$ cat src/rtl/bls_pkg.sv
// Shared types, constants and the keyword table of the BASIC line shader.
`timescale 1ns / 1ps

package bls_pkg;

  localparam int COL_W      = 6;
  localparam int SHADE_W    = 2;
  localparam int KW_COUNT   = 25;
  localparam int KW_IDX_W   = 5;
  localparam int KW_MAX_LEN = 6;
  localparam int KW_LEN_W   = 3;
  localparam int KW_TXT_W   = 8 * KW_MAX_LEN;

  localparam logic [KW_IDX_W-1:0] KW_REM_IDX = 5'd11;

  localparam logic [SHADE_W-1:0] SHADE_DIM  = 2'd1;
  localparam logic [SHADE_W-1:0] SHADE_TEXT = 2'd2;
  localparam logic [SHADE_W-1:0] SHADE_KEY  = 2'd3;

  localparam logic [7:0] CHAR_SPACE  = 8'h20;
  localparam logic [7:0] CHAR_QUOTE  = 8'h22;
  localparam logic [7:0] CHAR_DOLLAR = 8'h24;

  // Word buffer: the latest character sits in the low byte, so a word
  // compares directly against a right-justified keyword literal.
  typedef struct packed {
    logic [KW_TXT_W-1:0] txt;
    logic [KW_LEN_W-1:0] len;
  } word_t;

  function automatic word_t kw_entry(input logic [KW_IDX_W-1:0] idx);
    word_t e;
    e.txt = '0;
    e.len = '0;
    unique case (idx)
      5'd0:  begin e.txt = KW_TXT_W'("PRINT");  e.len = 3'd5; end
      5'd1:  begin e.txt = KW_TXT_W'("INPUT");  e.len = 3'd5; end
      5'd2:  begin e.txt = KW_TXT_W'("IF");     e.len = 3'd2; end
      5'd3:  begin e.txt = KW_TXT_W'("THEN");   e.len = 3'd4; end
      5'd4:  begin e.txt = KW_TXT_W'("GOTO");   e.len = 3'd4; end
      5'd5:  begin e.txt = KW_TXT_W'("GOSUB");  e.len = 3'd5; end
      5'd6:  begin e.txt = KW_TXT_W'("RETURN"); e.len = 3'd6; end
      5'd7:  begin e.txt = KW_TXT_W'("FOR");    e.len = 3'd3; end
      5'd8:  begin e.txt = KW_TXT_W'("TO");     e.len = 3'd2; end
      5'd9:  begin e.txt = KW_TXT_W'("NEXT");   e.len = 3'd4; end
      5'd10: begin e.txt = KW_TXT_W'("END");    e.len = 3'd3; end
      5'd11: begin e.txt = KW_TXT_W'("REM");    e.len = 3'd3; end
      5'd12: begin e.txt = KW_TXT_W'("CLS");    e.len = 3'd3; end
      5'd13: begin e.txt = KW_TXT_W'("PAUSE");  e.len = 3'd5; end
      5'd14: begin e.txt = KW_TXT_W'("LET");    e.len = 3'd3; end
      5'd15: begin e.txt = KW_TXT_W'("STEP");   e.len = 3'd4; end
      5'd16: begin e.txt = KW_TXT_W'("STOP");   e.len = 3'd4; end
      5'd17: begin e.txt = KW_TXT_W'("AND");    e.len = 3'd3; end
      5'd18: begin e.txt = KW_TXT_W'("OR");     e.len = 3'd2; end
      5'd19: begin e.txt = KW_TXT_W'("NOT");    e.len = 3'd3; end
      5'd20: begin e.txt = KW_TXT_W'("MOD");    e.len = 3'd3; end
      5'd21: begin e.txt = KW_TXT_W'("RND");    e.len = 3'd3; end
      5'd22: begin e.txt = KW_TXT_W'("ABS");    e.len = 3'd3; end
      5'd23: begin e.txt = KW_TXT_W'("SGN");    e.len = 3'd3; end
      5'd24: begin e.txt = KW_TXT_W'("JOY");    e.len = 3'd3; end
      default: begin e.txt = '0; e.len = '0; end
    endcase
    return e;
  endfunction

endpackage

$ cat src/rtl/bls_kw_unit.sv
// Shared keyword compare unit: matches the word buffer against one table entry.
`timescale 1ns / 1ps

module bls_kw_unit (
  input  bls_pkg::word_t                word_i,
  input  logic [bls_pkg::KW_IDX_W-1:0]  kw_idx_i,
  output logic                          hit_o,
  output logic                          rem_o
);

  bls_pkg::word_t entry;

  always_comb begin
    entry = bls_pkg::kw_entry(kw_idx_i);
    hit_o = (word_i.len == entry.len) && (word_i.txt == entry.txt);
    rem_o = hit_o && (kw_idx_i == bls_pkg::KW_REM_IDX);
  end

endmodule

$ cat src/rtl/basic_line_syntax_shader_top.sv
// Top level of the BASIC line shader: line store, scan sequencer and output stage.
`timescale 1ns / 1ps

// The block takes one line of BASIC text, LINE_COLUMNS characters, one
// character per input beat on char_code_i (in_valid_i / in_stall_o). While a
// line is being loaded, in_stall_o is low and one character is taken per
// cycle in which in_valid_i is high. After the last column the block stalls
// its input and scans the stored line: each column goes through a line memory
// read, then classification; every completed word is tried against the keyword
// table entries one at a time in the shared compare unit (up to 25), after
// which any column that ended it is read again unless the word was REM, and a
// keyword or comment is rewritten column by column. The results then leave as
// LINE_COLUMNS output beats (column_o, shade_o, line_done_o on out_valid_o /
// out_stall_i), each read from the shade memory and then loaded into the output
// register; line_done_o marks the final column. The output register holds its
// beat while out_stall_i is high; the block only moves on once the beat is
// taken, and the last beat of a line may wait while the next line is already
// loading. Reset clears the fill count, the sequencer and the output valid; the
// line and shade memories need no clearing because a whole line is written
// before any entry is read.

module basic_line_syntax_shader_top #(
  parameter int LINE_COLUMNS = 40
) (
  input  logic                            clk_i,
  input  logic                            rst_ni,
  input  logic                            in_valid_i,
  output logic                            in_stall_o,
  input  logic [7:0]                      char_code_i,
  output logic                            out_valid_o,
  input  logic                            out_stall_i,
  output logic [bls_pkg::COL_W-1:0]       column_o,
  output logic [bls_pkg::SHADE_W-1:0]     shade_o,
  output logic                            line_done_o
);

  localparam int CW = $clog2(LINE_COLUMNS);
  localparam logic [CW:0]   POS_END  = (CW+1)'(LINE_COLUMNS);
  localparam logic [CW-1:0] COL_LAST = CW'(LINE_COLUMNS - 1);
  localparam logic [bls_pkg::KW_IDX_W-1:0] KW_LAST = bls_pkg::KW_IDX_W'(bls_pkg::KW_COUNT - 1);

  typedef enum logic [2:0] {
    S_LOAD, S_SCAN_RD, S_SCAN_EV, S_CHECK, S_FILL, S_OUT_RD, S_OUT_LD
  } state_e;

  // Scanner context: what the characters seen so far on this line mean.
  typedef enum logic [2:0] {
    M_LEAD, M_LNUM, M_NORM, M_STR, M_WORD
  } mode_e;

  function automatic logic is_digit(input logic [7:0] c);
    return (c >= "0") && (c <= "9");
  endfunction

  function automatic logic is_word_byte(input logic [7:0] c);
    return ((c >= "A") && (c <= "Z")) || ((c >= "a") && (c <= "z")) ||
           is_digit(c) || (c == bls_pkg::CHAR_DOLLAR);
  endfunction

  function automatic logic [7:0] fold_up(input logic [7:0] c);
    return ((c >= "a") && (c <= "z")) ? 8'(c - 8'd32) : c;
  endfunction

  // Memories.
  logic [7:0]                  line_mem  [LINE_COLUMNS];
  logic [bls_pkg::SHADE_W-1:0] shade_mem [LINE_COLUMNS];

  // Sequencer registers.
  state_e                        state_q, state_d;
  mode_e                         mode_q, mode_d;
  logic [CW-1:0]                 fill_q, fill_d;
  logic [CW:0]                   pos_q, pos_d;
  logic [CW-1:0]                 ws_q, ws_d;
  bls_pkg::word_t                word_q, word_d;
  logic [bls_pkg::KW_IDX_W-1:0]  kw_idx_q, kw_idx_d;
  logic [CW-1:0]                 fp_q, fp_d;
  logic [CW-1:0]                 fe_q, fe_d;
  logic                          rem_q, rem_d;
  logic [CW-1:0]                 oc_q, oc_d;
  logic                          out_valid_q, out_valid_d;
  logic [CW-1:0]                 col_q, col_d;
  logic [bls_pkg::SHADE_W-1:0]   shade_q, shade_d;
  logic                          done_q, done_d;

  // Registered memory read data.
  logic [7:0]                  lrd_q;
  logic [bls_pkg::SHADE_W-1:0] srd_q;

  // Memory port controls.
  logic                        lw_en, lrd_en, sw_en, srd_en;
  logic [CW-1:0]               sw_addr;
  logic [bls_pkg::SHADE_W-1:0] sw_data;

  logic       in_fire, out_fire, use_normal;
  logic       kw_hit, kw_rem;
  logic [7:0] ch;

  assign in_stall_o  = (state_q != S_LOAD);
  assign in_fire     = in_valid_i && !in_stall_o;
  assign out_fire    = out_valid_q && !out_stall_i;
  assign out_valid_o = out_valid_q;
  assign column_o    = bls_pkg::COL_W'(col_q);
  assign shade_o     = shade_q;
  assign line_done_o = done_q;
  assign ch          = lrd_q;

  bls_kw_unit u_kw (
    .word_i   (word_q),
    .kw_idx_i (kw_idx_q),
    .hit_o    (kw_hit),
    .rem_o    (kw_rem)
  );

  always_comb begin
    state_d     = state_q;
    mode_d      = mode_q;
    fill_d      = fill_q;
    pos_d       = pos_q;
    ws_d        = ws_q;
    word_d      = word_q;
    kw_idx_d    = kw_idx_q;
    fp_d        = fp_q;
    fe_d        = fe_q;
    rem_d       = rem_q;
    oc_d        = oc_q;
    col_d       = col_q;
    shade_d     = shade_q;
    done_d      = done_q;
    out_valid_d = out_valid_q && !out_fire;
    lw_en       = 1'b0;
    lrd_en      = 1'b0;
    sw_en       = 1'b0;
    srd_en      = 1'b0;
    sw_addr     = pos_q[CW-1:0];
    sw_data     = bls_pkg::SHADE_TEXT;
    use_normal  = 1'b0;

    unique case (state_q)
      S_LOAD: begin
        if (in_fire) begin
          lw_en = 1'b1;
          if (fill_q == COL_LAST) begin
            fill_d  = '0;
            pos_d   = '0;
            mode_d  = M_LEAD;
            state_d = S_SCAN_RD;
          end else begin
            fill_d = fill_q + 1'b1;
          end
        end
      end

      S_SCAN_RD: begin
        if (pos_q == POS_END) begin
          if (mode_q == M_WORD) begin
            kw_idx_d = '0;
            state_d  = S_CHECK;
          end else begin
            oc_d    = '0;
            state_d = S_OUT_RD;
          end
        end else begin
          lrd_en  = 1'b1;
          state_d = S_SCAN_EV;
        end
      end

      S_SCAN_EV: begin
        state_d = S_SCAN_RD;
        unique case (mode_q)
          M_LEAD: begin
            if (ch == bls_pkg::CHAR_SPACE) begin
              sw_en = 1'b1;
              pos_d = pos_q + 1'b1;
            end else if (is_digit(ch)) begin
              sw_en   = 1'b1;
              sw_data = bls_pkg::SHADE_DIM;
              pos_d   = pos_q + 1'b1;
              mode_d  = M_LNUM;
            end else begin
              use_normal = 1'b1;
            end
          end
          M_LNUM: begin
            if (is_digit(ch)) begin
              sw_en   = 1'b1;
              sw_data = bls_pkg::SHADE_DIM;
              pos_d   = pos_q + 1'b1;
            end else begin
              use_normal = 1'b1;
            end
          end
          M_NORM: begin
            use_normal = 1'b1;
          end
          M_STR: begin
            sw_en   = 1'b1;
            sw_data = bls_pkg::SHADE_KEY;
            pos_d   = pos_q + 1'b1;
            if (ch == bls_pkg::CHAR_QUOTE) begin
              mode_d = M_NORM;
            end
          end
          M_WORD: begin
            if (is_word_byte(ch)) begin
              sw_en = 1'b1;
              pos_d = pos_q + 1'b1;
              if (word_q.len < bls_pkg::KW_LEN_W'(bls_pkg::KW_MAX_LEN)) begin
                word_d.txt = {word_q.txt[bls_pkg::KW_TXT_W-9:0], fold_up(ch)};
              end
              if (word_q.len != '1) begin
                word_d.len = word_q.len + 1'b1;
              end
            end else begin
              // Word ended; unless REM, the column is classified after the check.
              kw_idx_d = '0;
              state_d  = S_CHECK;
            end
          end
          default: begin
            use_normal = 1'b1;
          end
        endcase

        if (use_normal) begin
          sw_en = 1'b1;
          pos_d = pos_q + 1'b1;
          if (ch == bls_pkg::CHAR_QUOTE) begin
            sw_data = bls_pkg::SHADE_KEY;
            mode_d  = M_STR;
          end else if (is_word_byte(ch)) begin
            mode_d     = M_WORD;
            ws_d       = pos_q[CW-1:0];
            word_d.txt = {{(bls_pkg::KW_TXT_W-8){1'b0}}, fold_up(ch)};
            word_d.len = bls_pkg::KW_LEN_W'(1);
          end else begin
            mode_d = M_NORM;
          end
        end
      end

      S_CHECK: begin
        if (kw_hit) begin
          mode_d  = M_NORM;
          fp_d    = ws_q;
          rem_d   = kw_rem;
          state_d = S_FILL;
          if (kw_rem) begin
            fe_d = COL_LAST;
          end else begin
            fe_d = CW'({1'b0, ws_q} + (CW+1)'(word_q.len) - (CW+1)'(1));
          end
        end else if (kw_idx_q == KW_LAST) begin
          mode_d  = M_NORM;
          state_d = S_SCAN_RD;
        end else begin
          kw_idx_d = kw_idx_q + 1'b1;
        end
      end

      S_FILL: begin
        sw_en   = 1'b1;
        sw_addr = fp_q;
        sw_data = rem_q ? bls_pkg::SHADE_DIM : bls_pkg::SHADE_KEY;
        if (fp_q == fe_q) begin
          if (rem_q) begin
            oc_d    = '0;
            state_d = S_OUT_RD;
          end else begin
            state_d = S_SCAN_RD;
          end
        end else begin
          fp_d = fp_q + 1'b1;
        end
      end

      S_OUT_RD: begin
        srd_en  = 1'b1;
        state_d = S_OUT_LD;
      end

      S_OUT_LD: begin
        if (!out_valid_q || out_fire) begin
          out_valid_d = 1'b1;
          col_d       = oc_q;
          shade_d     = srd_q;
          done_d      = (oc_q == COL_LAST);
          if (oc_q == COL_LAST) begin
            oc_d    = '0;
            state_d = S_LOAD;
          end else begin
            oc_d    = oc_q + 1'b1;
            state_d = S_OUT_RD;
          end
        end
      end

      default: begin
        state_d = S_LOAD;
      end
    endcase
  end

  always_ff @(posedge clk_i or negedge rst_ni) begin
    if (!rst_ni) begin
      state_q     <= S_LOAD;
      mode_q      <= M_LEAD;
      fill_q      <= '0;
      pos_q       <= '0;
      ws_q        <= '0;
      word_q      <= '0;
      kw_idx_q    <= '0;
      fp_q        <= '0;
      fe_q        <= '0;
      rem_q       <= 1'b0;
      oc_q        <= '0;
      out_valid_q <= 1'b0;
      col_q       <= '0;
      shade_q     <= '0;
      done_q      <= 1'b0;
    end else begin
      state_q     <= state_d;
      mode_q      <= mode_d;
      fill_q      <= fill_d;
      pos_q       <= pos_d;
      ws_q        <= ws_d;
      word_q      <= word_d;
      kw_idx_q    <= kw_idx_d;
      fp_q        <= fp_d;
      fe_q        <= fe_d;
      rem_q       <= rem_d;
      oc_q        <= oc_d;
      out_valid_q <= out_valid_d;
      col_q       <= col_d;
      shade_q     <= shade_d;
      done_q      <= done_d;
    end
  end

  // Line memory: written while loading, read by the scanner.
  always_ff @(posedge clk_i) begin
    if (lw_en) begin
      line_mem[fill_q] <= char_code_i;
    end
    if (lrd_en) begin
      lrd_q <= line_mem[pos_q[CW-1:0]];
    end
  end

  // Shade memory: written by the scanner, read by the output stage.
  always_ff @(posedge clk_i) begin
    if (sw_en) begin
      shade_mem[sw_addr] <= sw_data;
    end
    if (srd_en) begin
      srd_q <= shade_mem[oc_q];
    end
  end

  // A partially loaded line only exists while the block is loading.
  a_fill_only_in_load: assert property (@(posedge clk_i) disable iff (!rst_ni)
    (fill_q != '0) |-> (state_q == S_LOAD))
    else $error("partial line outside load state");

  // The final-column flag must sit on the last column.
  a_done_on_last: assert property (@(posedge clk_i) disable iff (!rst_ni)
    (out_valid_q && done_q) |-> (col_q == COL_LAST))
    else $error("line_done on wrong column");

  // A rewrite sweep never runs past its end column.
  a_fill_bound: assert property (@(posedge clk_i) disable iff (!rst_ni)
    (state_q == S_FILL) |-> (fp_q <= fe_q))
    else $error("fill pointer past end");

  // The keyword index stays inside the table.
  a_kw_bound: assert property (@(posedge clk_i) disable iff (!rst_ni)
    (state_q == S_CHECK) |-> (kw_idx_q <= KW_LAST))
    else $error("keyword index out of range");

  // An accepted non-final beat is followed by the next column in order.
  a_col_order: assert property (@(posedge clk_i) disable iff (!rst_ni)
    (out_fire && !done_q) |=> (oc_q == CW'($past(col_q) + 1'b1)) ||
                              (out_valid_q && col_q == CW'($past(col_q) + 1'b1)))
    else $error("column order broken");

endmodule
$ cat config.mk
export PLATFORM = sky130hd
export DESIGN_NAME = basic_line_syntax_shader_top
export DESIGN_NICKNAME = d
export VERILOG_FILES = /design/src/rtl/bls_pkg.sv /design/src/rtl/bls_kw_unit.sv /design/src/rtl/basic_line_syntax_shader_top.sv
export SDC_FILE = /design/constraint.sdc
export NUM_CORES = 1
export LEC_CHECK = 0
export BUFFER_PORTS_ARGS = -buffer_cell sky130_fd_sc_hd__buf_2
export CAP_MARGIN = 10
export CORE_MARGIN = 1
export CORE_UTILIZATION = 65
export DETAILED_ROUTE_END_ITERATION = 8
export PLACE_DENSITY = 0.81
export SYNTH_ARGS = -nofsm -noshare
export SYNTH_HDL_FRONTEND = slang
export SYNTH_SLANG_ARGS = --single-unit
$ cat constraint.sdc
create_clock -name clk_i -period 8.2 [get_ports clk_i]
set_clock_uncertainty 0.1 [all_clocks]
set_input_delay 0.82 -clock clk_i [delete_from_list [all_inputs] [get_ports clk_i]]
set_output_delay 0.82 -clock clk_i [all_outputs]
set_load 0.02 [all_outputs]
==> out/metrics.cfg <==
[clock_network]
cts_buffer_depth=3
cts_max_level=2
cts_buffers=50
cts_tree=built
clock_latency_ns=0.61
cts_root_buf=clkbuf_16
cts_hold_buf=0
cts.sinks=520
cts_setup_buffers=0
ctsResizeCount=0
clk_pin_slew_ns=0.07

[floorplanning]
row_count=69
dieArea_sq_mm=0.0374
coreArea_sq_mm=0.0358
ios=23
die_h_microns=194
fp.dieW_microns=194
start_util_pct=66.5

[worst_setup_path]
critPathRequiredTime_ns=8.59
r2r-start=kw_idx_q[1]$_DFFE_PN0P_
critPathLaunch=kw_idx_q[1]$_DFFE_PN0P_
path_class=reg2reg
worstPathMaxFanout=18
cp.arrival_ns=5.30
end_kind=flip-flop
start_kind=flip-flop

[detailed_routing]
wl_microns=57500
routedWlPerCell_microns=27.5
firstDrtPassIters=9
drt_drc_violations_left=8
via_per_inst=6.99
num_vias=14600
first_iter_violations=1864
postRouteAntennaNets=0

[pwr]
p_total_uw=8310
power_density_mw_per_mm2=322
ir_worst_vdd_mv=0.230
leakagePower_uw=0.00893

[sta]
maxSlewHeadroom_pct=29.2
setup-violations-final=0
fin_crit_ns=4.91
fin_ws_ns=3.29
fmax_mhz=204
fin_setup_tns_ns=0
slew_violations=0
finalCritPeriodShare_pct=59.9
hold_viol=0
worstMarginPinSlew_ns=1.06
rsz0062_at_grt=false

[synthesis]
synth_top_cell_area_share_pct=51.7
ys_async_sr_fraction_pct=21.2
synth_area_sq_mm=0.0238
synth_cell_type_count=93
synthFlopType=edfxtp_1
synth_edf_count=410
yosysTopAreaCell=edfxtp_1
syn_inst=1599
syn_avg_cell_area_sq_um=14.9
synthTopCellsByArea=edfxtp_1, mux4_2, dfrtp_1
synth_seq_cells=520
synthesis.nets=1637
synth_warnings=0
ys_seq_area_share_pct=63.2

[worst_hold_path]
min-delay-path-class=in2async

[run_status]
outcome=finished with violations
violations=DRC

[placed_design]
dpl_cell_area_sq_mm=0.0241
gp_congestion=0.953
dp_hpwl_microns=34200
numPortBuffers=22
place_ws_ns=3.35

[finish]
drive_above_1_share_pct=17.9
syn2layout_area_growth_pct=8.23
nNetsFinal=1627
stdcell_area_sq_mm=0.0258
layout_commonest_cell=edfxtp_1
final_cell_mix=edfxtp_1, nor2_1, mux4_2

[global_route]
grt_max_degree=75
grt_pass1_vias=14800
grt.overflow.total=0
grt_use_total_pct=31.7
grt_pass1_wl_microns=88700
grt_antenna_before_repair=1

[job]
drv_cap=0

## final cells by class
type / count / area (sq um)
fillers: 2096 / 10000
repair buffers: 38 / 253
clock inverters: 31 / 288
diodes: 1 / 2.50
well taps: 461 / 577
inverters: 38 / 143
multi-input cells: 941 / 8100
clock buffers: 62 / 1360
flip-flops and latches: 520 / 15100
## sequential cells by signal (all words and copies together) (netlist names), 2 cells and up
name	cells
line_mem	320
shade_mem	80
word_q	51
ch	8
pos_q	7
column_o	6
fe_q	6
fill_q	6
fp_q	6
oc_q	6
ws_q	6
kw_idx_q	5
mode_q	3
state_q	3
shade_o	2
srd_q	2
## per-layer routing
metal | GRT usage (%) | vias to the layer above | part of all wire, %
met5 | 0 | - | 0
met4 | 13.7 | 0 | 4.3
met3 | 6.01 | 177 | 8.7
met2 | 52.7 | 874 | 50
met1 | 41.2 | 7296 | 37
li1 | - | 6267 | -
## per-stage QoR
step,hold WS (ns),util [%],std cells
finish,0.0865,72.0,2092
global placement,0.356,67.3,1997
global route,0.129,72.0,2091
detailed placement,0.370,67.3,1997
floorplan,0.350,-,1599
CTS,0.0917,71.9,2090
## worst paths after layout
check / to / cells after the start / slack (ns)
worst max-delay path: fe_q[3]$_DFFE_PN0P_ / 10 / 3.29
worst min-delay path: word_q[44]$_DFFE_PN0P_ / 1 / 0.09
worst max register to register: fe_q[3]$_DFFE_PN0P_ / 10 / 3.29
worst min register to register: shade_o[0]$_DFFE_PN0P_ / 1 / 0.38
max in group asynchronous: pos_q[1]$_DFFE_PN0P_ / 2 / 6.53
min in group clk_i: out_valid_o$_DFF_PN0_ / 3 / 0.37
## critical path: stages (launching register included)
cell and delay, ns:
dfrtp_1 0.57, inv_1 0.31, ha_1 0.62, nor2b_1 0.33
o221ai_1 0.19, xor2_1 0.26, nand4_1 0.14, a2111oi_0 0.43
nand4bb_1 0.68, nor3_4 0.76, mux2_2 0.40
## Yosys cell counts, types with 6 or more instances
master and n:
o31ai_1 13, a21oi_1 60, nor2b_1 20, nor3_1 17
a22oi_1 6, xor2_1 17, a22o_1 41, and3_1 10
nand3_1 33, o21ai_1 7, mux4_2 123, or2_2 8
nand2b_1 19, ha_1 25, nand4_1 9, a21o_1 6
buf_2 13, edfxtp_1 410, inv_1 37, dfrtp_1 110
xnor2_1 15, clkbuf_1 60, a31oi_1 10, nor3b_1 10
o21ai_0 59, mux2_2 19, buf_6 15, or3_1 13
o21a_1 6, buf_1 8, o221ai_1 6, nand3b_1 6
nor4_1 7, nand2_1 97, a211oi_1 16, mux2i_1 21
nor2_1 129, or4_1 6, and2_1 10
## report_power, final
part / internal (uW) / switching [uW] / total [uW] / leakage (uW)
Combinational: 1090 / 1500 / 2580 / 0.00297
Clock: 1310 / 1020 / 2330 / 0.000811
Sequential: 3070 / 332 / 3400 / 0.00515
Total: 5460 / 2850 / 8310 / 0.00893
## cells by family (layout without fill, tap and decap cells)
family          Yosys count  count (layout)  synth area share (%)
buf+inv                 138             169                  2.87
simple gates            422             422                  9.10
xor+xnor                 33              33                  1.24
mux                     168             168                  13.7
compound gates          292             292                  8.54
other cells               0               1                     0
fa+ha+maj                26              26                  1.40
flops                   520             520                  63.2
Power figures use the tool's default switching activity.
